## src/hdl/assert_macros.svh

```systemverilog
// Assertion macros shared by the transaction machine RTL.
// No dependencies; included by files that carry concurrent checks.
`ifndef ASSERT_MACROS_SVH
`define ASSERT_MACROS_SVH

// Condition that holds at every clock edge out of reset.
`define CTG_ASSERT(lbl, cond, msg) \
    lbl: assert property (@(posedge i_clk) disable iff (!i_rst_n) (cond)) else $error(msg);

// Same-cycle implication.
`define CTG_ASSERT_IMP(lbl, ante, cons, msg) \
    lbl: assert property (@(posedge i_clk) disable iff (!i_rst_n) (ante) |-> (cons)) \
        else $error(msg);

// Next-cycle implication.
`define CTG_ASSERT_NXT(lbl, ante, cons, msg) \
    lbl: assert property (@(posedge i_clk) disable iff (!i_rst_n) (ante) |=> (cons)) \
        else $error(msg);

`endif

```

## src/hdl/ctg_pkg.sv

```systemverilog
// Package for the coherence transaction graph machine: node, event, action codes,
// the flattened edge table and lookup helpers. No dependencies.
package ctg_pkg;

    localparam int CallStackDepthDef = 4;
    localparam int NumEdges          = 17;

    // item kinds
    localparam logic KIND_START = 1'b0;
    localparam logic KIND_EVENT = 1'b1;

    // graph select codes
    localparam logic [1:0] GS_READ_UNIQUE = 2'd0;
    localparam logic [1:0] GS_CLEAN_INV   = 2'd1;
    localparam logic [1:0] GS_MC_READ     = 2'd2;
    localparam logic [1:0] GS_SNP_CI      = 2'd3;

    // node codes
    localparam logic [3:0] N_MC_ENTRY    = 4'd0;
    localparam logic [3:0] N_MC_WAIT_RR  = 4'd1;
    localparam logic [3:0] N_MC_WAIT_CD  = 4'd2;
    localparam logic [3:0] N_MC_EXIT     = 4'd3;
    localparam logic [3:0] N_SCI_ENTRY   = 4'd4;
    localparam logic [3:0] N_SCI_WAIT    = 4'd5;
    localparam logic [3:0] N_SCI_EXIT    = 4'd6;
    localparam logic [3:0] N_RU_ENTRY    = 4'd7;
    localparam logic [3:0] N_RU_SLC      = 4'd8;
    localparam logic [3:0] N_RU_CALL_MC  = 4'd9;
    localparam logic [3:0] N_RU_WAIT_ACK = 4'd10;
    localparam logic [3:0] N_RU_EXIT     = 4'd11;
    localparam logic [3:0] N_CI_ENTRY    = 4'd12;
    localparam logic [3:0] N_CI_SLC      = 4'd13;
    localparam logic [3:0] N_CI_CALL_SCI = 4'd14;
    localparam logic [3:0] N_CI_EXIT     = 4'd15;

    // event codes
    localparam logic [2:0] EV_ENTER     = 3'd0;
    localparam logic [2:0] EV_SUBDONE   = 3'd1;
    localparam logic [2:0] EV_SLC_DONE  = 3'd2;
    localparam logic [2:0] EV_READ_RCPT = 3'd3;
    localparam logic [2:0] EV_COMP_DATA = 3'd4;
    localparam logic [2:0] EV_COMP_ACK  = 3'd5;
    localparam logic [2:0] EV_SNP_RESP  = 3'd6;

    // node kinds
    localparam logic [1:0] K_STATE     = 2'd0;
    localparam logic [1:0] K_COMPOSITE = 2'd1;
    localparam logic [1:0] K_EXIT      = 2'd2;

    // guards
    localparam logic [2:0] G_ALWAYS    = 3'd0;
    localparam logic [2:0] G_SLC_HIT   = 3'd1;
    localparam logic [2:0] G_MISS_MISS = 3'd2;
    localparam logic [2:0] G_HIT_HIT   = 3'd3;
    localparam logic [2:0] G_MISS_HIT  = 3'd4;
    localparam logic [2:0] G_HIT_MISS  = 3'd5;
    localparam logic [2:0] G_ORD_NZ    = 3'd6;
    localparam logic [2:0] G_ORD_Z     = 3'd7;

    // actions
    localparam logic [2:0] A_START_SLC     = 3'd0;
    localparam logic [2:0] A_READ_NO_SNP   = 3'd1;
    localparam logic [2:0] A_COMP_ACK      = 3'd2;
    localparam logic [2:0] A_COMP_DATA     = 3'd3;
    localparam logic [2:0] A_COMP          = 3'd4;
    localparam logic [2:0] A_SNP_MAKE_INV  = 3'd5;
    localparam logic [2:0] A_FLUSH_SF      = 3'd6;
    localparam logic [2:0] A_FLUSH_L3      = 3'd7;

    // targets
    localparam logic TGT_LINK  = 1'b0;
    localparam logic TGT_CACHE = 1'b1;

    typedef struct packed {
        logic [3:0] src;
        logic [2:0] ev;
        logic [2:0] guard;
        logic [3:0] dst;
        logic [1:0] nact;
        logic [2:0] act0;
        logic       tgt0;
        logic [2:0] act1;
        logic       tgt1;
    } t_edge;

    typedef struct packed {
        logic  hit;
        t_edge e;
    } t_hop;

    typedef struct packed {
        logic       kind;
        logic [1:0] graph_select;
        logic [2:0] event_code;
        logic       slc_hit;
        logic       sf_hit;
        logic       order_nonzero;
    } t_item;

    typedef struct packed {
        logic       transitioned;
        logic       finished;
        logic [3:0] prior_node;
        logic [3:0] next_node;
        logic [1:0] action_count;
        logic [2:0] first_action;
        logic       first_target;
        logic [2:0] second_action;
        logic       second_target;
    } t_result;

    typedef struct packed {
        logic       push;
        logic [3:0] push_node;
    } t_stack_ctl;

    localparam t_edge EdgeTable [NumEdges] = '{
        '{N_MC_ENTRY, EV_ENTER, G_ORD_NZ, N_MC_WAIT_RR, 2'd1,
          A_READ_NO_SNP, TGT_LINK, A_START_SLC, TGT_LINK},
        '{N_MC_ENTRY, EV_ENTER, G_ORD_Z, N_MC_WAIT_CD, 2'd1,
          A_READ_NO_SNP, TGT_LINK, A_START_SLC, TGT_LINK},
        '{N_MC_WAIT_RR, EV_READ_RCPT, G_ALWAYS, N_MC_WAIT_CD, 2'd0,
          A_START_SLC, TGT_LINK, A_START_SLC, TGT_LINK},
        '{N_MC_WAIT_CD, EV_COMP_DATA, G_ALWAYS, N_MC_EXIT, 2'd1,
          A_COMP_ACK, TGT_LINK, A_START_SLC, TGT_LINK},
        '{N_SCI_ENTRY, EV_ENTER, G_ALWAYS, N_SCI_WAIT, 2'd1,
          A_SNP_MAKE_INV, TGT_LINK, A_START_SLC, TGT_LINK},
        '{N_SCI_WAIT, EV_SNP_RESP, G_ALWAYS, N_SCI_EXIT, 2'd1,
          A_FLUSH_SF, TGT_CACHE, A_START_SLC, TGT_LINK},
        '{N_RU_ENTRY, EV_ENTER, G_ALWAYS, N_RU_SLC, 2'd1,
          A_START_SLC, TGT_CACHE, A_START_SLC, TGT_LINK},
        '{N_RU_SLC, EV_SLC_DONE, G_SLC_HIT, N_RU_WAIT_ACK, 2'd1,
          A_COMP_DATA, TGT_LINK, A_START_SLC, TGT_LINK},
        '{N_RU_SLC, EV_SLC_DONE, G_MISS_MISS, N_RU_CALL_MC, 2'd0,
          A_START_SLC, TGT_LINK, A_START_SLC, TGT_LINK},
        '{N_RU_CALL_MC, EV_SUBDONE, G_ALWAYS, N_RU_WAIT_ACK, 2'd1,
          A_COMP_DATA, TGT_LINK, A_START_SLC, TGT_LINK},
        '{N_RU_WAIT_ACK, EV_COMP_ACK, G_ALWAYS, N_RU_EXIT, 2'd0,
          A_START_SLC, TGT_LINK, A_START_SLC, TGT_LINK},
        '{N_CI_ENTRY, EV_ENTER, G_ALWAYS, N_CI_SLC, 2'd1,
          A_START_SLC, TGT_CACHE, A_START_SLC, TGT_LINK},
        '{N_CI_SLC, EV_SLC_DONE, G_HIT_HIT, N_CI_CALL_SCI, 2'd1,
          A_FLUSH_L3, TGT_CACHE, A_START_SLC, TGT_LINK},
        '{N_CI_SLC, EV_SLC_DONE, G_MISS_HIT, N_CI_CALL_SCI, 2'd0,
          A_START_SLC, TGT_LINK, A_START_SLC, TGT_LINK},
        '{N_CI_SLC, EV_SLC_DONE, G_HIT_MISS, N_CI_EXIT, 2'd2,
          A_FLUSH_L3, TGT_CACHE, A_COMP, TGT_LINK},
        '{N_CI_SLC, EV_SLC_DONE, G_MISS_MISS, N_CI_EXIT, 2'd1,
          A_COMP, TGT_LINK, A_START_SLC, TGT_LINK},
        '{N_CI_CALL_SCI, EV_SUBDONE, G_ALWAYS, N_CI_EXIT, 2'd1,
          A_COMP, TGT_LINK, A_START_SLC, TGT_LINK}
    };

    function automatic logic guard_ok(input logic [2:0] g, input logic slc,
                                      input logic sf, input logic ord);
        logic ok;
        unique case (g)
            G_ALWAYS:    ok = 1'b1;
            G_SLC_HIT:   ok = slc;
            G_MISS_MISS: ok = !slc && !sf;
            G_HIT_HIT:   ok = slc && sf;
            G_MISS_HIT:  ok = !slc && sf;
            G_HIT_MISS:  ok = slc && !sf;
            G_ORD_NZ:    ok = ord;
            G_ORD_Z:     ok = !ord;
            default:     ok = 1'b1;
        endcase
        return ok;
    endfunction

    // first matching edge wins
    function automatic t_hop edge_lookup(input logic [3:0] node, input logic [2:0] ev,
                                         input logic slc, input logic sf, input logic ord);
        t_hop h;
        h = '0;
        for (int i = NumEdges - 1; i >= 0; i--) begin
            if (EdgeTable[i].src == node && EdgeTable[i].ev == ev &&
                guard_ok(EdgeTable[i].guard, slc, sf, ord)) begin
                h.hit = 1'b1;
                h.e   = EdgeTable[i];
            end
        end
        return h;
    endfunction

    function automatic logic [1:0] node_kind(input logic [3:0] node);
        logic [1:0] k;
        unique case (node)
            N_MC_EXIT, N_SCI_EXIT, N_RU_EXIT, N_CI_EXIT: k = K_EXIT;
            N_RU_CALL_MC, N_CI_CALL_SCI:                 k = K_COMPOSITE;
            default:                                     k = K_STATE;
        endcase
        return k;
    endfunction

    function automatic logic [3:0] child_entry(input logic [3:0] node);
        return (node == N_CI_CALL_SCI) ? N_SCI_ENTRY : N_MC_ENTRY;
    endfunction

    function automatic logic [3:0] graph_entry(input logic [1:0] sel);
        logic [3:0] n;
        unique case (sel)
            GS_READ_UNIQUE: n = N_RU_ENTRY;
            GS_CLEAN_INV:   n = N_CI_ENTRY;
            GS_MC_READ:     n = N_MC_ENTRY;
            GS_SNP_CI:      n = N_SCI_ENTRY;
        endcase
        return n;
    endfunction

endpackage

```

## src/hdl/ctg_step.sv

```systemverilog
// Next-state resolver: one item against the current node, with the zero-time
// call and return hops folded in. Depends on ctg_pkg.
module ctg_step #(
    parameter int CALL_STACK_DEPTH = ctg_pkg::CallStackDepthDef,
    localparam int DW = $clog2(CALL_STACK_DEPTH + 1)
) (
    input  ctg_pkg::t_item      i_item,
    input  logic [3:0]          i_node,
    input  logic                i_loaded,
    input  logic                i_done,
    input  logic [DW-1:0]       i_depth,
    input  logic [3:0]          i_top,
    output ctg_pkg::t_result    o_res,
    output logic [3:0]          o_node,
    output logic                o_loaded,
    output logic                o_done,
    output logic [DW-1:0]       o_depth,
    output ctg_pkg::t_stack_ctl o_ctl
);

    localparam logic [DW-1:0] DepthMax = DW'(CALL_STACK_DEPTH);

    ctg_pkg::t_hop hop_a;
    ctg_pkg::t_hop hop_b;
    logic [1:0]    kind_a;
    logic          a_call;
    logic [3:0]    b_node;
    logic [2:0]    b_ev;
    logic          b_attr;
    logic          use_a;
    logic          use_b;
    logic [1:0]    na;
    logic [1:0]    nb;
    logic [2:0]    nsum;

    assign hop_a  = ctg_pkg::edge_lookup(i_node, i_item.event_code, i_item.slc_hit,
                                         i_item.sf_hit, i_item.order_nonzero);
    assign kind_a = ctg_pkg::node_kind(hop_a.e.dst);
    assign a_call = (kind_a == ctg_pkg::K_COMPOSITE);

    // second hop: child entry after a call, or the caller after a return
    assign b_node = a_call ? ctg_pkg::child_entry(hop_a.e.dst) : i_top;
    assign b_ev   = a_call ? ctg_pkg::EV_ENTER : ctg_pkg::EV_SUBDONE;
    assign b_attr = a_call;
    assign hop_b  = ctg_pkg::edge_lookup(b_node, b_ev, i_item.slc_hit & b_attr,
                                         i_item.sf_hit & b_attr,
                                         i_item.order_nonzero & b_attr);

    always_comb begin
        o_res            = '0;
        o_res.prior_node = i_node;
        o_node           = i_node;
        o_loaded         = i_loaded;
        o_done           = i_done;
        o_depth          = i_depth;
        o_ctl            = '0;
        use_a            = 1'b0;
        use_b            = 1'b0;

        if (i_item.kind == ctg_pkg::KIND_START) begin
            o_node   = ctg_pkg::graph_entry(i_item.graph_select);
            o_loaded = 1'b1;
            o_done   = 1'b0;
            o_depth  = '0;
        end else if (i_loaded && !i_done && hop_a.hit) begin
            use_a              = 1'b1;
            o_res.transitioned = 1'b1;
            o_node             = hop_a.e.dst;
            unique case (kind_a)
                ctg_pkg::K_COMPOSITE: begin
                    if (i_depth < DepthMax) begin
                        o_ctl.push      = 1'b1;
                        o_ctl.push_node = hop_a.e.dst;
                        o_depth         = i_depth + DW'(1);
                        o_node          = b_node;
                        if (hop_b.hit) begin
                            use_b  = 1'b1;
                            o_node = hop_b.e.dst;
                        end
                    end
                end
                ctg_pkg::K_EXIT: begin
                    if (i_depth == '0) begin
                        o_done         = 1'b1;
                        o_res.finished = 1'b1;
                    end else begin
                        o_depth = i_depth - DW'(1);
                        o_node  = i_top;
                        if (hop_b.hit) begin
                            use_b  = 1'b1;
                            o_node = hop_b.e.dst;
                            if (ctg_pkg::node_kind(hop_b.e.dst) == ctg_pkg::K_EXIT &&
                                o_depth == '0) begin
                                o_done         = 1'b1;
                                o_res.finished = 1'b1;
                            end
                        end
                    end
                end
                default: ;
            endcase
        end

        // merge actions of both hops into two slots
        na   = use_a ? hop_a.e.nact : 2'd0;
        nb   = use_b ? hop_b.e.nact : 2'd0;
        nsum = {1'b0, na} + {1'b0, nb};
        o_res.action_count = (nsum > 3'd2) ? 2'd2 : nsum[1:0];
        if (na != 2'd0) begin
            o_res.first_action = hop_a.e.act0;
            o_res.first_target = hop_a.e.tgt0;
        end else if (nb != 2'd0) begin
            o_res.first_action = hop_b.e.act0;
            o_res.first_target = hop_b.e.tgt0;
        end
        if (na == 2'd2) begin
            o_res.second_action = hop_a.e.act1;
            o_res.second_target = hop_a.e.tgt1;
        end else if (na == 2'd1 && nb != 2'd0) begin
            o_res.second_action = hop_b.e.act0;
            o_res.second_target = hop_b.e.tgt0;
        end else if (na == 2'd0 && nb == 2'd2) begin
            o_res.second_action = hop_b.e.act1;
            o_res.second_target = hop_b.e.tgt1;
        end
        o_res.next_node = o_node;
    end

endmodule

```

## src/hdl/coherence_transaction_graph_fsm_top.sv

```systemverilog
// Top level of the coherence home-node transaction graph machine: input register,
// state and return stack, result register. Depends on ctg_pkg and ctg_step.
//
//   channel | valid   | stall   | payload
//   --------+---------+---------+-------------------------------------------------
//   in      | i_valid | o_stall | i_kind, i_graph_select, i_event_code, guards
//   out     | o_valid | i_stall | o_transitioned .. o_second_target
//
// One item per cycle sustained while i_stall is low.
// Each item resolves combinationally between the input and result registers;
// the node, stack depth and return stack update as it moves into the result register.
// Reset clears both valids and the machine state; return stack entries are not reset.
// A stalled result holds; o_stall rises only when the input register cannot drain.
module coherence_transaction_graph_fsm_top #(
    parameter int CALL_STACK_DEPTH = ctg_pkg::CallStackDepthDef
) (
    input  logic       i_clk,
    input  logic       i_rst_n,
    input  logic       i_valid,
    output logic       o_stall,
    input  logic       i_kind,
    input  logic [1:0] i_graph_select,
    input  logic [2:0] i_event_code,
    input  logic       i_slc_hit,
    input  logic       i_sf_hit,
    input  logic       i_order_nonzero,
    output logic       o_valid,
    input  logic       i_stall,
    output logic       o_transitioned,
    output logic       o_finished,
    output logic [3:0] o_prior_node,
    output logic [3:0] o_next_node,
    output logic [1:0] o_action_count,
    output logic [2:0] o_first_action,
    output logic       o_first_target,
    output logic [2:0] o_second_action,
    output logic       o_second_target
);

    `include "assert_macros.svh"

    localparam int DW = $clog2(CALL_STACK_DEPTH + 1);
    localparam int IW = (CALL_STACK_DEPTH > 1) ? $clog2(CALL_STACK_DEPTH) : 1;

    ctg_pkg::t_item      r_in;
    logic                r_in_valid;
    ctg_pkg::t_result    r_res;
    logic                r_out_valid;
    logic [3:0]          r_node;
    logic                r_loaded;
    logic                r_done;
    logic [DW-1:0]       r_depth;
    logic [3:0]          r_stack [CALL_STACK_DEPTH];

    ctg_pkg::t_result    n_res;
    logic [3:0]          n_node;
    logic                n_loaded;
    logic                n_done;
    logic [DW-1:0]       n_depth;
    ctg_pkg::t_stack_ctl stack_ctl;
    logic [3:0]          stack_top;
    logic                accept_in;
    logic                advance;

    assign advance   = r_in_valid && (!r_out_valid || !i_stall);
    assign o_stall   = r_in_valid && !advance;
    assign accept_in = i_valid && !o_stall;

    assign stack_top = (r_depth == '0) ? 4'd0 : r_stack[IW'(r_depth - DW'(1))];

    ctg_step #(
        .CALL_STACK_DEPTH (CALL_STACK_DEPTH)
    ) u_step (
        .i_item   (r_in),
        .i_node   (r_node),
        .i_loaded (r_loaded),
        .i_done   (r_done),
        .i_depth  (r_depth),
        .i_top    (stack_top),
        .o_res    (n_res),
        .o_node   (n_node),
        .o_loaded (n_loaded),
        .o_done   (n_done),
        .o_depth  (n_depth),
        .o_ctl    (stack_ctl)
    );

    always_ff @(posedge i_clk) begin
        if (!i_rst_n) begin
            r_in_valid  <= 1'b0;
            r_out_valid <= 1'b0;
            r_node      <= 4'd0;
            r_loaded    <= 1'b0;
            r_done      <= 1'b0;
            r_depth     <= '0;
        end else begin
            if (accept_in) begin
                r_in_valid <= 1'b1;
            end else if (advance) begin
                r_in_valid <= 1'b0;
            end
            if (advance) begin
                r_out_valid <= 1'b1;
                r_node      <= n_node;
                r_loaded    <= n_loaded;
                r_done      <= n_done;
                r_depth     <= n_depth;
            end else if (!i_stall) begin
                r_out_valid <= 1'b0;
            end
        end
    end

    always_ff @(posedge i_clk) begin
        if (accept_in) begin
            r_in.kind          <= i_kind;
            r_in.graph_select  <= i_graph_select;
            r_in.event_code    <= i_event_code;
            r_in.slc_hit       <= i_slc_hit;
            r_in.sf_hit        <= i_sf_hit;
            r_in.order_nonzero <= i_order_nonzero;
        end
        if (advance) begin
            r_res <= n_res;
        end
        if (advance && stack_ctl.push) begin
            r_stack[r_depth[IW-1:0]] <= stack_ctl.push_node;
        end
    end

    assign o_valid         = r_out_valid;
    assign o_transitioned  = r_res.transitioned;
    assign o_finished      = r_res.finished;
    assign o_prior_node    = r_res.prior_node;
    assign o_next_node     = r_res.next_node;
    assign o_action_count  = r_res.action_count;
    assign o_first_action  = r_res.first_action;
    assign o_first_target  = r_res.first_target;
    assign o_second_action = r_res.second_action;
    assign o_second_target = r_res.second_target;

    `CTG_ASSERT(a_depth_bound, r_depth <= DW'(CALL_STACK_DEPTH), "stack depth overflow")
    `CTG_ASSERT_IMP(a_done_loaded, r_done, r_loaded, "done without a loaded graph")
    `CTG_ASSERT_IMP(a_fin_moved, o_valid && o_finished, o_transitioned,
                    "finished without a transition")
    `CTG_ASSERT_NXT(a_start_clears, advance && r_in.kind == ctg_pkg::KIND_START,
                    r_depth == '0 && !r_done && r_loaded, "start did not reset the machine")

endmodule

```

## config.mk

```make
export PLATFORM = sky130hd
export DESIGN_NAME = coherence_transaction_graph_fsm_top
export DESIGN_NICKNAME = d
export VERILOG_FILES = /design/src/hdl/ctg_pkg.sv /design/src/hdl/ctg_step.sv /design/src/hdl/coherence_transaction_graph_fsm_top.sv
export VERILOG_INCLUDE_DIRS = /design/src /design/src/hdl
export SDC_FILE = /design/constraint.sdc
export NUM_CORES = 1
export LEC_CHECK = 0
export ABC_CLOCK_PERIOD_IN_PS = 5900
export BUFFER_PORTS_ARGS = -buffer_cell sky130_fd_sc_hd__buf_2
export CAP_MARGIN = 40
export CORE_MARGIN = 5
export CORE_UTILIZATION = 45
export DETAILED_ROUTE_END_ITERATION = 8
export GPL_ROUTABILITY_DRIVEN = 1
export PLACE_DENSITY = 0.7
export SYNTH_ARGS = -nofsm -noshare
export SYNTH_HDL_FRONTEND = slang
export SYNTH_SLANG_ARGS = --single-unit
```

## constraint.sdc

```tcl
create_clock -name i_clk -period 5.9 [get_ports i_clk]
set_input_delay 1.18 -clock i_clk [delete_from_list [all_inputs] [get_ports i_clk]]
set_output_delay 1.18 -clock i_clk [all_outputs]
set_load 0.01 [all_outputs]
```

After elaboration in Yosys (flattened, before gate mapping)

Memories as Yosys holds them, arrays and structs flattened.
Index checks and enable logic that the tools add are counted.
W data, S select, Z words.

Flip-flop bits (word level): 40
RAM bits: 16
Memories: 1

Add/sub/neg operators: 3
Magnitude comparators: 2
Equality and inequality tests: 63
Mux-type cells: 94
Bitwise logic cells: 4
Reduce and logical (&&, ||, !) cells: 88

Memories:

| memory  | words | bits a word | rd ports | clocked after memory_dff | write ports | line                                      | text |
|---|---|---|---|---|---|---|---|
| r_stack | 4     | 4           | 1        | 0                        | 1           | coherence_transaction_graph_fsm_top.sv:53 | `logic [3:0] r_stack [CALL_STACK_DEPTH];` |

Operators by type and width:

| kind                 | count |
|---|---|
| $mux W25             | 34 |
| $logic_and A1 B1 Y1  | 57 |
| $mux W4              | 13 |
| $eq A4 B4 Y1 const A | 12 |
| $eq A4 B4 Y1 const B | 8 |
| $eq A3 B4 Y1 const A | 6 |
| $mux W1              | 24 |
| $mux W5              | 4 |
| $eq A3 B3 Y1 const A | 6 |
| $mux W2              | 8 |
| $pmux W4 S4          | 1 |
| $mux W3              | 5 |
| $eq A2 B2 Y1 const B | 6 |
| $eq A2 B3 Y1 const A | 4 |
| $logic_not A3 Y1     | 4 |
| $logic_not A1 Y1     | 11 |
| $reduce_and A5 Y1    | 2 |
| $ne A3 B1 Y1 const B | 3 |
| $eq A1 B4 Y1 const A | 2 |
| $eq A2 B4 Y1 const A | 2 |
| $eq A4 B2 Y1 const B | 2 |
| $eq A4 B3 Y1 const B | 2 |
| $logic_not A4 Y1     | 2 |
| $pmux W2 S2          | 2 |
| other kinds (21)     | 34 |

Logic depth before layout (Yosys ltp)

Gate-level depths: netlist of the first run.

Depth after elaboration: 59
Gate-level depth with buffers: 19
Gate-level depth less buffers: 16

By module

From an unflattened synthesis of the first run, not the netlist that was laid out.

Cell total of the unflattened synthesis: 348
Area, all modules: 3478.3 um2

Modules (own cells, without submodules):

| module                              | instances | cells each | area each (um2) | seq. area each (um2) |
|---|---|---|---|---|
| coherence_transaction_graph_fsm_top | 1         | 112        | 2001.9          | 1571.5 |
| ctg_step                            | 1         | 236        | 1476.4          | 0.0 |

Worst setup path after synthesis of the first run

No wires, ideal clock.

Path type: reg-to-reg
Start: reg r_in[4] in the netlist's numbering
End: reg r_res, in the netlist o_action_count[0], data pin
Setup time: 0.255 ns
Arrival time: 3.280 ns
Data required time: 5.645 ns
Path slack: 2.365 ns
Cell stages (with the launch flop): 18
Path buffers: 2
Path through: edfxtp_1 -> buf_2 -> nor3_1 -> a32oi_1 -> or3_2 -> a31oi_1 -> and2_1 -> inv_1 -> ha_1 -> clkbuf_1 -> nand3b_1 -> nor3b_1 -> nor2b_1 -> o31a_1 -> ha_1 -> inv_1 -> ha_1 -> and2_1

Word-level cells in the longest chain between the ends: 51
Elaborated cells between the ends (all ways): 137
Those cells by class: 1 x add/sub; 1 x order compare; 31 x eq/ne; 48 x mux; 3 x bitwise; 53 x reduce/logical

RTL lines:

| element                                                     | line                                       | text |
|---|---|---|
| from (decl)                                                 | coherence_transaction_graph_fsm_top.sv:45  | `ctg_pkg::t_item r_in;` |
| $eq A1 B3 Y1 / $eq A2 B3 Y1 (equally long branches)         | ctg_pkg.sv:177                             | `if (EdgeTable[i].src == node && EdgeTable[i].ev == ev &&` |
| $logic_and A1 B1 Y1                                         | ctg_pkg.sv:177                             |  |
| $mux W25 / $logic_and A1 B1 Y1 (equally long branches)      | ctg_pkg.sv:177                             |  |
| $mux W25 (15 in a row)                                      | ctg_pkg.sv:177                             |  |
| $mux W25 (*)                                                | ctg_pkg.sv:177                             |  |
| $eq A4 B2 Y1, or another cell as far along                  | ctg_pkg.sv:188                             | `unique case (node)` |
| $reduce_or A4 Y1 / $reduce_or A2 Y1 (equally long branches) | ctg_pkg.sv:188                             |  |
| $pmux W2 S2                                                 | ctg_pkg.sv:188                             |  |
| [21 not listed]                                             | --                                         |  |
| $mux W1                                                     | ctg_step.sv:76, ctg_step.sv:89             |  |
| $mux W1, on equally long branches                           | ctg_step.sv:83, ctg_step.sv:71             |  |
| $pmux W1 S2                                                 | ctg_step.sv:69                             | `unique case (kind_a)` |
| $mux W1                                                     | ctg_step.sv:65                             | `end else if (i_loaded && !i_done && hop_a.hit) begin` |
| $mux W1                                                     | ctg_step.sv:60                             | `if (i_item.kind == ctg_pkg::KIND_START) begin` |
| $mux W2                                                     | ctg_step.sv:106                            | `nb = use_b ? hop_b.e.nact : 2'd0;` |
| $add A2 B2 Y3 (*)                                           | ctg_step.sv:107                            | `nsum = {1'b0, na} + {1'b0, nb};` |
| $gt A3 B2 Y1                                                | ctg_step.sv:108                            | `o_res.action_count = (nsum > 3'd2) ? 2'd2 : nsum[1:0];` |
| to (signal assigned)                                        | coherence_transaction_graph_fsm_top.sv:124 | `r_res <= n_res;` |
| to (decl)                                                   | coherence_transaction_graph_fsm_top.sv:47  | `ctg_pkg::t_result r_res;` |

Every way passes the cells marked *; elsewhere a longest branch is shown, timed or not.
A chain may end at the register's enable or synchronous reset.

Worst setup path in the final report of the first run

Start: reg r_node[0]
End: reg r_res, in the netlist o_action_count[0], data pin

Word-level cells in the longest chain between the ends: 51
Elaborated cells between the ends (all ways): 142
Those cells by class: 1 x add/sub; 1 x order compare; 36 x eq/ne; 48 x mux; 3 x bitwise; 53 x reduce/logical

RTL lines:

| element                                                     | line                                       | text |
|---|---|---|
| from (decl)                                                 | coherence_transaction_graph_fsm_top.sv:49  | `logic [3:0] r_node;` |
| from (signal assigned)                                      | coherence_transaction_graph_fsm_top.sv:104 | `r_node <= n_node;` |
| $eq A4 B4 Y1                                                | ctg_pkg.sv:177                             |  |
| $logic_and A1 B1 Y1                                         | ctg_pkg.sv:177                             |  |
| $mux W25 / $logic_and A1 B1 Y1 (equally long branches)      | ctg_pkg.sv:177                             |  |
| $mux W25 (15 in a row)                                      | ctg_pkg.sv:177                             |  |
| $mux W25 (*)                                                | ctg_pkg.sv:177                             |  |
| $eq A4 B2 Y1, or another cell as far along                  | ctg_pkg.sv:188                             |  |
| $reduce_or A4 Y1 / $reduce_or A2 Y1 (equally long branches) | ctg_pkg.sv:188                             |  |
| $pmux W2 S2                                                 | ctg_pkg.sv:188                             |  |
| [21 not listed]                                             | --                                         |  |
| $mux W1                                                     | ctg_step.sv:76, ctg_step.sv:89             |  |
| $mux W1, on equally long branches                           | ctg_step.sv:83, ctg_step.sv:71             |  |
| $pmux W1 S2                                                 | ctg_step.sv:69                             |  |
| $mux W1                                                     | ctg_step.sv:65                             |  |
| $mux W1                                                     | ctg_step.sv:60                             |  |
| $mux W2                                                     | ctg_step.sv:106                            |  |
| $add A2 B2 Y3 (*)                                           | ctg_step.sv:107                            |  |
| $gt A3 B2 Y1                                                | ctg_step.sv:108                            |  |

Marked as above.

==> metrics.md, run 1 <==
| Metric | Value |
|---|---|
| Most numerous cell in the Yosys netlist | `edfxtp_1` |
| Final setup viols | `0` |
| Status | `finished, final reports clean` |
| CTS tree | `built` |
| Max Freq | `232 MHz` |
| Fraction of layout cells with a size suffix above 1 | `21.2%` |
| Slowest stage cell, crit path | `dfxtp_1` |
| Ports | `35` |
| Register area | `1570 um2` |
| Max-Cap Viols | `0` |
| Synth cell count leaders | `edfxtp_1, nand2_1, nor2_1, inv_1, and3_1` |
| Worst min path class | `flop to flop` |
| RSZ-0062 raised after global routing | `no` |
| Antenna violations before repair | `0` |
| Final Hold Viols | `0` |
| Multi-input logic area | `1570 um2` |
| Vias per std cell | `5.61` |
| P&R area growth vs syn | `8.78%` |
| Via count | `2379` |
| Max VDD drop | `roughly 0.0001 V` |
| Post-route ant nets | `0` |
| Final clock skew | `between 7 and 8 ps` |
| First-pass GRT wire length | `10.8 mm` |
| CP dominant cell by count | `ha_1` |
| Die area | `9190 um2` |
| Routed WL | `about 6.5 mm` |
| Cell Area, Synth | `3320 um2` |
| GP Congestion | `0.916` |
| Required @ worst endpoint | `5970 ps` |
| Syn Nets | `321` |
| Die W | `95.9 um` |
| Antenna diode count | `0` |
| CP arrival | `4380 ps` |
| Worst R2R Setup Slack | `roughly 1600 ps` |
| Final Cycle Share | `73.1%` |
| Post-synth cell types | `between 70 and 80` |
| Synth Register Bits | `56` |
| Ys async rst share | `0%` |
| 1st-iter DRT viols | `192` |
| Dominant synthesized flop cell | `edfxtp_1` |
| Setup TNS | `0 ps` |
| Core Region | `~7200 um2` |
| CP startpoint kind | `flop` |
| Pin count of the biggest net entering global routing | `20` |
| IO Port Bufs | `34` |
| Top cells by area, synth | `edfxtp_1, dfxtp_1, ha_1` |
| Row count | `31` |
| Pleak | `1.36 nW` |
| Initial core utilization | `46.0%` |
| Post-route minimum period | `4310 ps` |
| Average cell area after synthesis | `11.1 um2` |
| Post-CTS Resized | `0` |
| Area leader, netlist | `edfxtp_1` |
| Yosys warns | `0` |
| Gr usage total | `15.1%` |
| Pwr/cell area | `approximately 200 nW/um2` |
| Vias in the first global route | `roughly 2200` |
| Critical Path Sink Type | `flop` |
| # Post-CTS Setup Buffers | `0` |
| Post-synth top area share | `40.7%` |
| Crit Path Class | `flop to flop` |
| Worst-path clk slew | `90 ps` |
| WL per Instance | `15.4 um` |
| CTS sink count | `56` |
| Syn Inst Count | `298` |
| CP Max Fanout | `19` |
| Initial DRT Pass Iterations | `4` |
| Seq/Total Area, Yosys | `47.3%` |
| H-tree Lvls | `2` |
| Slew Limit Headroom | `47.5%` |
| DP HPWL | `4.94 mm` |
| Maximum clock path buffer count | `2` |
| Placed cell area | `between 3000 and 4000 um2` |
| Nets | `347` |
| Crit path cell chain | `and2_2 > a32oi_1 > or3_2 > a31oi_1 > and2_1 > inv_1 > ha_1 > nand3b_1 > nor3b_1 > nor2b_1 > o31a_1 > ha_1 > inv_1 > ha_1 > and2_1` |
| Fin area | `3610 um2` |
| Clk_lat worst skew | `roughly 310 ps` |
| Slew @ Worst Pin | `786 ps` |
| # hold bufs at CTS | `0` |
| Layout filler cell count | `669` |
| TritonCTS Buffers | `5` |
| Number of flops mapped to enable cells by yosys | `45` |
| Die height | `around 96 um` |
| Overflow after GRT | `0` |
| Final slew viol count | `0` |
| Root buffer cell | `clkbuf_8` |
| Post-route DRC violation count | `0` |
| Largest stage delay, worst path | `700 ps` |
[worst paths after layout]
check / cells past startpoint / from / to
hold / removal: 1 / r_loaded / r_loaded
hold reg to reg: 1 / r_loaded / r_loaded
setup reg to reg: 15 / r_node[0] / o_action_count[0]
setup / recovery: 15 / r_node[0] / o_action_count[0]
[sequential cells by signal, indices dropped and copies added, names as in the netlist, 2 cells and up]
register and flops:
r_stack 16, o_second_action 3, o_first_action 3, o_next_node 4, o_action_count 2, r_node 4, o_prior_node 4, r_in 9
r_depth 3
[cell families (layout without fill, tap and decap cells)]
kind of cell,Yosys count,after routing,synth area share (%)
AND/OR/NAND/NOR,119,119,22.4
XOR/XNOR,4,4,1.28
buffers and inverters,32,59,5.50
multiplexers,11,11,4.82
adder cells (fa/ha/maj),10,10,3.77
flip-flops,56,56,47.3
AO/OA/AOI/OAI,65,65,14.8
other,1,1,0.113
[critical path: cells and delay by family, from the launching register on]
| family | cells | cell delay (ps) |
|---|---|---|
| adders and majority gates | 3 | 690 |
| buffers and inverters | 2 | 90 |
| AOI/OAI and AO/OA | 3 | 600 |
| DFF | 1 | 700 |
| and+or+nand+nor | 7 | 1980 |
[layer usage]
| layer | GRT usage [%] | vias to the layer above | share of wire, % |
|---|---|---|---|
| met2 | 23.3 | 95 | 46 |
| met4 | 5.92 | 0 | 2.2 |
| met3 | 2.58 | 15 | 6.9 |
| met1 | 21.1 | 1106 | 45 |
| li1 | - | 1163 | - |
| met5 | 0 | - | 0 |
[metrics by stage]
step	setup WS (ps)	power (mW)	hold slack [ps]	cells	util, %
4_1_cts	1680	0.722	473	424	50.1
2_1_floorplan	2360	0.495	431	298	-
6_report	1590	0.717	468	424	50.1
3_5_place_dp	1690	0.513	449	416	48.8
3_3_place_gp	1870	0.510	440	415	48.4
5_1_grt	1260	0.749	501	424	50.1
[area by class of cell]
cell class              count  share of cell area [%]
repair buffers             35                    5.47
well taps                  99                    3.43
multi-input cells         210                    43.3
clock inverters             2                   0.277
clock buffers               6                    2.29
inverters                  16                    1.66
flip-flops and latches     56                    43.5
[power by group]
group / leakage [nW] / internal (mW) / switching (mW)
Clock: 0.0510 / 0.0939 / 0.118
Sequential: 0.552 / 0.437 / 0.0148
Combinational: 0.755 / 0.0231 / 0.0294
[cells in the final DEF (no fill, tap or decap), drive strengths merged, types with 7 or more instances in the layout]
cell type | netlist | final
o21ai | 15 | 15
ha | 10 | 10
o21a | 9 | 9
and3 | 13 | 13
dfxtp | 11 | 11
nand2 | 23 | 23
nor2 | 17 | 17
buf | 11 | 35
edfxtp | 45 | 45
nor3 | 9 | 9
nand3 | 8 | 8
mux2i | 7 | 7
inv | 16 | 16
a21oi | 11 | 11
Power figures use the tool's default switching activity.
==> run 2: changes to the inputs <==
ABC_AREA = 1   (was unset)
ABC_CLOCK_PERIOD_IN_PS = 4450   (was 5900)
clock period = 4.45 ns   (was 5.9 ns; I/O delays follow)
==> run 2 against run 1 <==
Utilization rose by 2.9 points. Clock skew fell by 2.1 ps. Worst setup slack got worse by 1200 ps. Synthesized area fell by 2.9%. Via count rose by 13%. Worst hold slack improved by 22 ps. Clock power rose by 72%. Wire length rose by 4.9%. Die area fell by 2.6%. Register-to-register slack got worse by 1200 ps. Critical path depth rose by 10. Power rose by 46%. Critical path type unchanged. Largest cell class unchanged. Largest power group unchanged. Highest routed layer unchanged.
==> metrics.md, run 2 <==
| Metric | Value |
|---|---|
| 1st-iter DRT viols | `193 (was 192)` |
| Seq pwr share | `56.8% (was 63.0%)` |
| Area leader, netlist | `edfxtp_1 (unchanged)` |
| Pin count of the biggest net entering global routing | `18 (was 20)` |
| Antenna diode count | `0 (unchanged)` |
| Number of flops mapped to enable cells by yosys | `45 (unchanged)` |
| Vias in the first global route | `2543 (was 2213)` |
| Max reg flops | `16 (unchanged)` |
| Post-place setup slack | `333 ps (was 1690 ps)` |
| Die area | `8960 um2 (was 9190 um2)` |
| CP startpoint | `r_in[3] (was r_node[0])` |
| Initial core utilization | `46.9% (was 46.0%)` |
| CP startpoint kind | `flop (unchanged)` |
| Row count | `30 (was 31)` |
| RSZ-0062 raised after global routing | `no (unchanged)` |
| Overflow after GRT | `0 (unchanged)` |
| Post-route minimum period | `4080 ps (was 4310 ps)` |
| First-pass GRT wire length | `11.5 mm (was 10.8 mm)` |
| Crit Path Class | `flop to flop (unchanged)` |
| Final clock skew | `5.48 ps (was 7.55 ps)` |
| Worst R2R Start | `r_in[3] (was r_node[0])` |
| Via count | `2680 (was 2379)` |
| Most common cell after layout, fill and taps aside | `nand2_1 (was edfxtp_1)` |
| Worst min path class | `flop to flop (unchanged)` |
| Comb pwr share | `8.4% (was 7.3%)` |
| Worst-path clk slew | `100 ps (was 90 ps)` |
| Nets | `466 (was 347)` |
| Switching power | `235 uW (was 163 uW)` |
| Synth Register Bits | `56 (unchanged)` |
| Synth cell count leaders | `nand2_1, inv_1, edfxtp_1, nor2_1, nand3_1 (was edfxtp_1, nand2_1, nor2_1, inv_1, and3_1)` |
| DP HPWL | `5.29 mm (was 4.94 mm)` |
| Post-synth top area share | `41.9% (was 40.7%)` |
| P&R area growth vs syn | `12.7% (was 8.78%)` |
| Die W | `94.6 um (was 95.9 um)` |
| Pleak | `1.77 nW (was 1.36 nW)` |
| Clk_lat worst skew | `300 ps (was 310 ps)` |
| Post-synth cell types | `32 (was 72)` |
| Required @ worst endpoint | `4530 ps (was 5970 ps)` |
| CTS tree | `built (unchanged)` |
| Startpoint of the worst hold path | `r_loaded (unchanged)` |
| Max-Cap Viols | `0 (unchanged)` |
| Gr usage total | `16.1% (was 15.1%)` |
| Pint | `814 uW (was 554 uW)` |
| Routed WL | `6.86 mm (was 6.53 mm)` |
| Seq/Total Area, Yosys | `48.7% (was 47.3%)` |
| Final Cycle Share | `91.6% (was 73.1%)` |
| CP Max Fanout | `8 (was 19)` |
| Final worst setup slack | `372 ps (was 1590 ps)` |
| Syn Nets | `428 (was 321)` |
| Average cell area after synthesis | `7.96 um2 (was 11.1 um2)` |
| Most numerous cell in the Yosys netlist | `nand2_1 (was edfxtp_1)` |
| Syn Inst Count | `405 (was 298)` |
| Max VDD drop | `0.000177 V (was 0.000101 V)` |
| Ports | `35 (unchanged)` |
| GP Congestion | `0.920 (was 0.916)` |
| Maximum clock path buffer count | `2 (unchanged)` |
| Final setup viols | `0 (unchanged)` |
| Slew Limit Headroom | `45.5% (was 47.5%)` |
| Vias per std cell | `4.96 (was 5.61)` |
| TritonCTS Buffers | `5 (unchanged)` |
| Final Hold Viols | `0 (unchanged)` |
| Ys async rst share | `0% (unchanged)` |
| CP arrival | `4150 ps (was 4380 ps)` |
| Root buffer cell | `clkbuf_8 (unchanged)` |
| Pwr/cell area | `289 nW/um2 (was 198 nW/um2)` |
| Critical Path Sink Type | `flop (unchanged)` |
| Antenna violations before repair | `0 (unchanged)` |
| Slew @ Worst Pin | `817 ps (was 786 ps)` |
| Yosys warns | `0 (unchanged)` |
| Most frequent cells in the layout | `nand2_1, inv_1, edfxtp_1 (was edfxtp_1, buf_2, nand2_1)` |
| Clock network power share | `34.8% (was 29.6%)` |
| Die height | `94.6 um (was 95.9 um)` |
| Status | `finished, final reports clean (unchanged)` |
| Post-route ant nets | `0 (unchanged)` |
| Layout filler cell count | `667 (was 669)` |
| WL per Instance | `12.7 um (was 15.4 um)` |
| CTS sink count | `56 (unchanged)` |
| Initial DRT Pass Iterations | `4 (unchanged)` |
| Core Region | `6870 um2 (was 7210 um2)` |
| Final slew viol count | `0 (unchanged)` |
| Max Freq | `245 MHz (was 232 MHz)` |
| IO Port Bufs | `34 (unchanged)` |
| Setup TNS | `0 ps (unchanged)` |
| H-tree Lvls | `2 (unchanged)` |
| Cell Area, Synth | `3220 um2 (was 3320 um2)` |
| Post-route DRC violation count | `0 (unchanged)` |
| Fraction of layout cells with a size suffix above 1 | `16.4% (was 21.2%)` |
| Dominant synthesized flop cell | `edfxtp_1 (unchanged)` |
| # hold bufs at CTS | `0 (unchanged)` |
| Top cells by area, synth | `edfxtp_1, nand2_1, inv_1 (was edfxtp_1, dfxtp_1, ha_1)` |
| Switching Fraction | `22.4% (was 22.7%)` |
[run 2: cell types whose count changed after synthesis, sizes merged, moves of 7 or more]
cell   before  now
mux2i       7    0
buf        11    4
nor2       17   50
and3       13    0
o21a        9    0
nand3       8   43
nand2      23  116
inv        16   68
[run 2: stage by stage]
stage	power [mW]	cell area [um2]	cells	utilization, %	hold slack (ps)
after floorplan	0.666	3220	405	-	451
after global placement	0.695	3490	530	50.8	458
after detailed placement	0.696	3490	530	50.8	471
after CTS	1.06	3620	538	52.6	486
after global routing	1.10	3630	540	52.9	532
final	1.05	3630	540	52.9	490
[run 2: path summary, 6_finish.rpt]
path                  endpoint  slack, ps  cells past startpoint
max          o_action_count[0]        370                     25
min                   r_loaded        490                      2
max reg2reg  o_action_count[0]        370                     25
min reg2reg           r_loaded        490                      2
[run 2: cells by family (layout without fill, tap and decap cells)]
kind of cell,after synthesis,in the layout,share of synthesized area [%]
AND/OR/NAND/NOR,232,232,32.8
other,1,1,0.116
AO/OA/AOI/OAI,29,29,4.81
XOR/XNOR,2,2,0.543
buffers and inverters,75,114,9.16
flip-flops,56,56,48.7
adder cells (fa/ha/maj),10,10,3.88
[run 2: power groups by stage]
stage / registers (mW) / clock network, mW / logic [mW]
after floorplan: 0.609 / 0 / 0.0573
after global placement: 0.607 / 0 / 0.0879
after detailed placement: 0.608 / 0 / 0.0886
after CTS: 0.596 / 0.375 / 0.0892
after global routing: 0.599 / 0.405 / 0.100
final: 0.596 / 0.365 / 0.0885
[run 2: cell type report]
| class | instances | area [um2] | area share [%] |
|---|---|---|---|
| Clock inverter | 1 | 30.0 | 0.826 |
| Tap cell | 96 | 120 | 3.30 |
| Inverter | 69 | 259 | 7.13 |
| Sequential cell | 56 | 1570 | 43.3 |
| Multi-Input combinational cell | 274 | 1360 | 37.5 |
| Timing Repair Buffer | 37 | 193 | 5.30 |
| Clock buffer | 7 | 97.6 | 2.69 |
[run 2: repair_timing]
item                                    CTS  global route
endpoints found under the setup margin    0             1
gates resized for setup                   0             2
buffers inserted                          0             2
[run 2: critical path, cell delays in order (launching register included)]
cell and delay [ps]:
edfxtp_1 410, inv_2 90, nand2_1 100, nor2_1 180, nand2_1 120, inv_1 70, nand2_1 90, nand2_1 110
nand4_1 80, nor2_1 130, nand2_1 80, o21ai_0 260, ha_2 320, nand4_1 220, nand2_2 160, inv_1 60
nand2_2 110, nand3_1 100, nor3b_4 180, ha_1 220, ha_1 280, inv_1 70, nor3_1 40, or2_2 280
nand2_1 60, inv_1 30
[run 2: metal layers]
layer / share of wire (%) / track usage, %
met3: 5.8 / 3.03
met5: 0 / 0
met4: 1.0 / 4.21
met1: 46 / 20.8
met2: 47 / 27.6
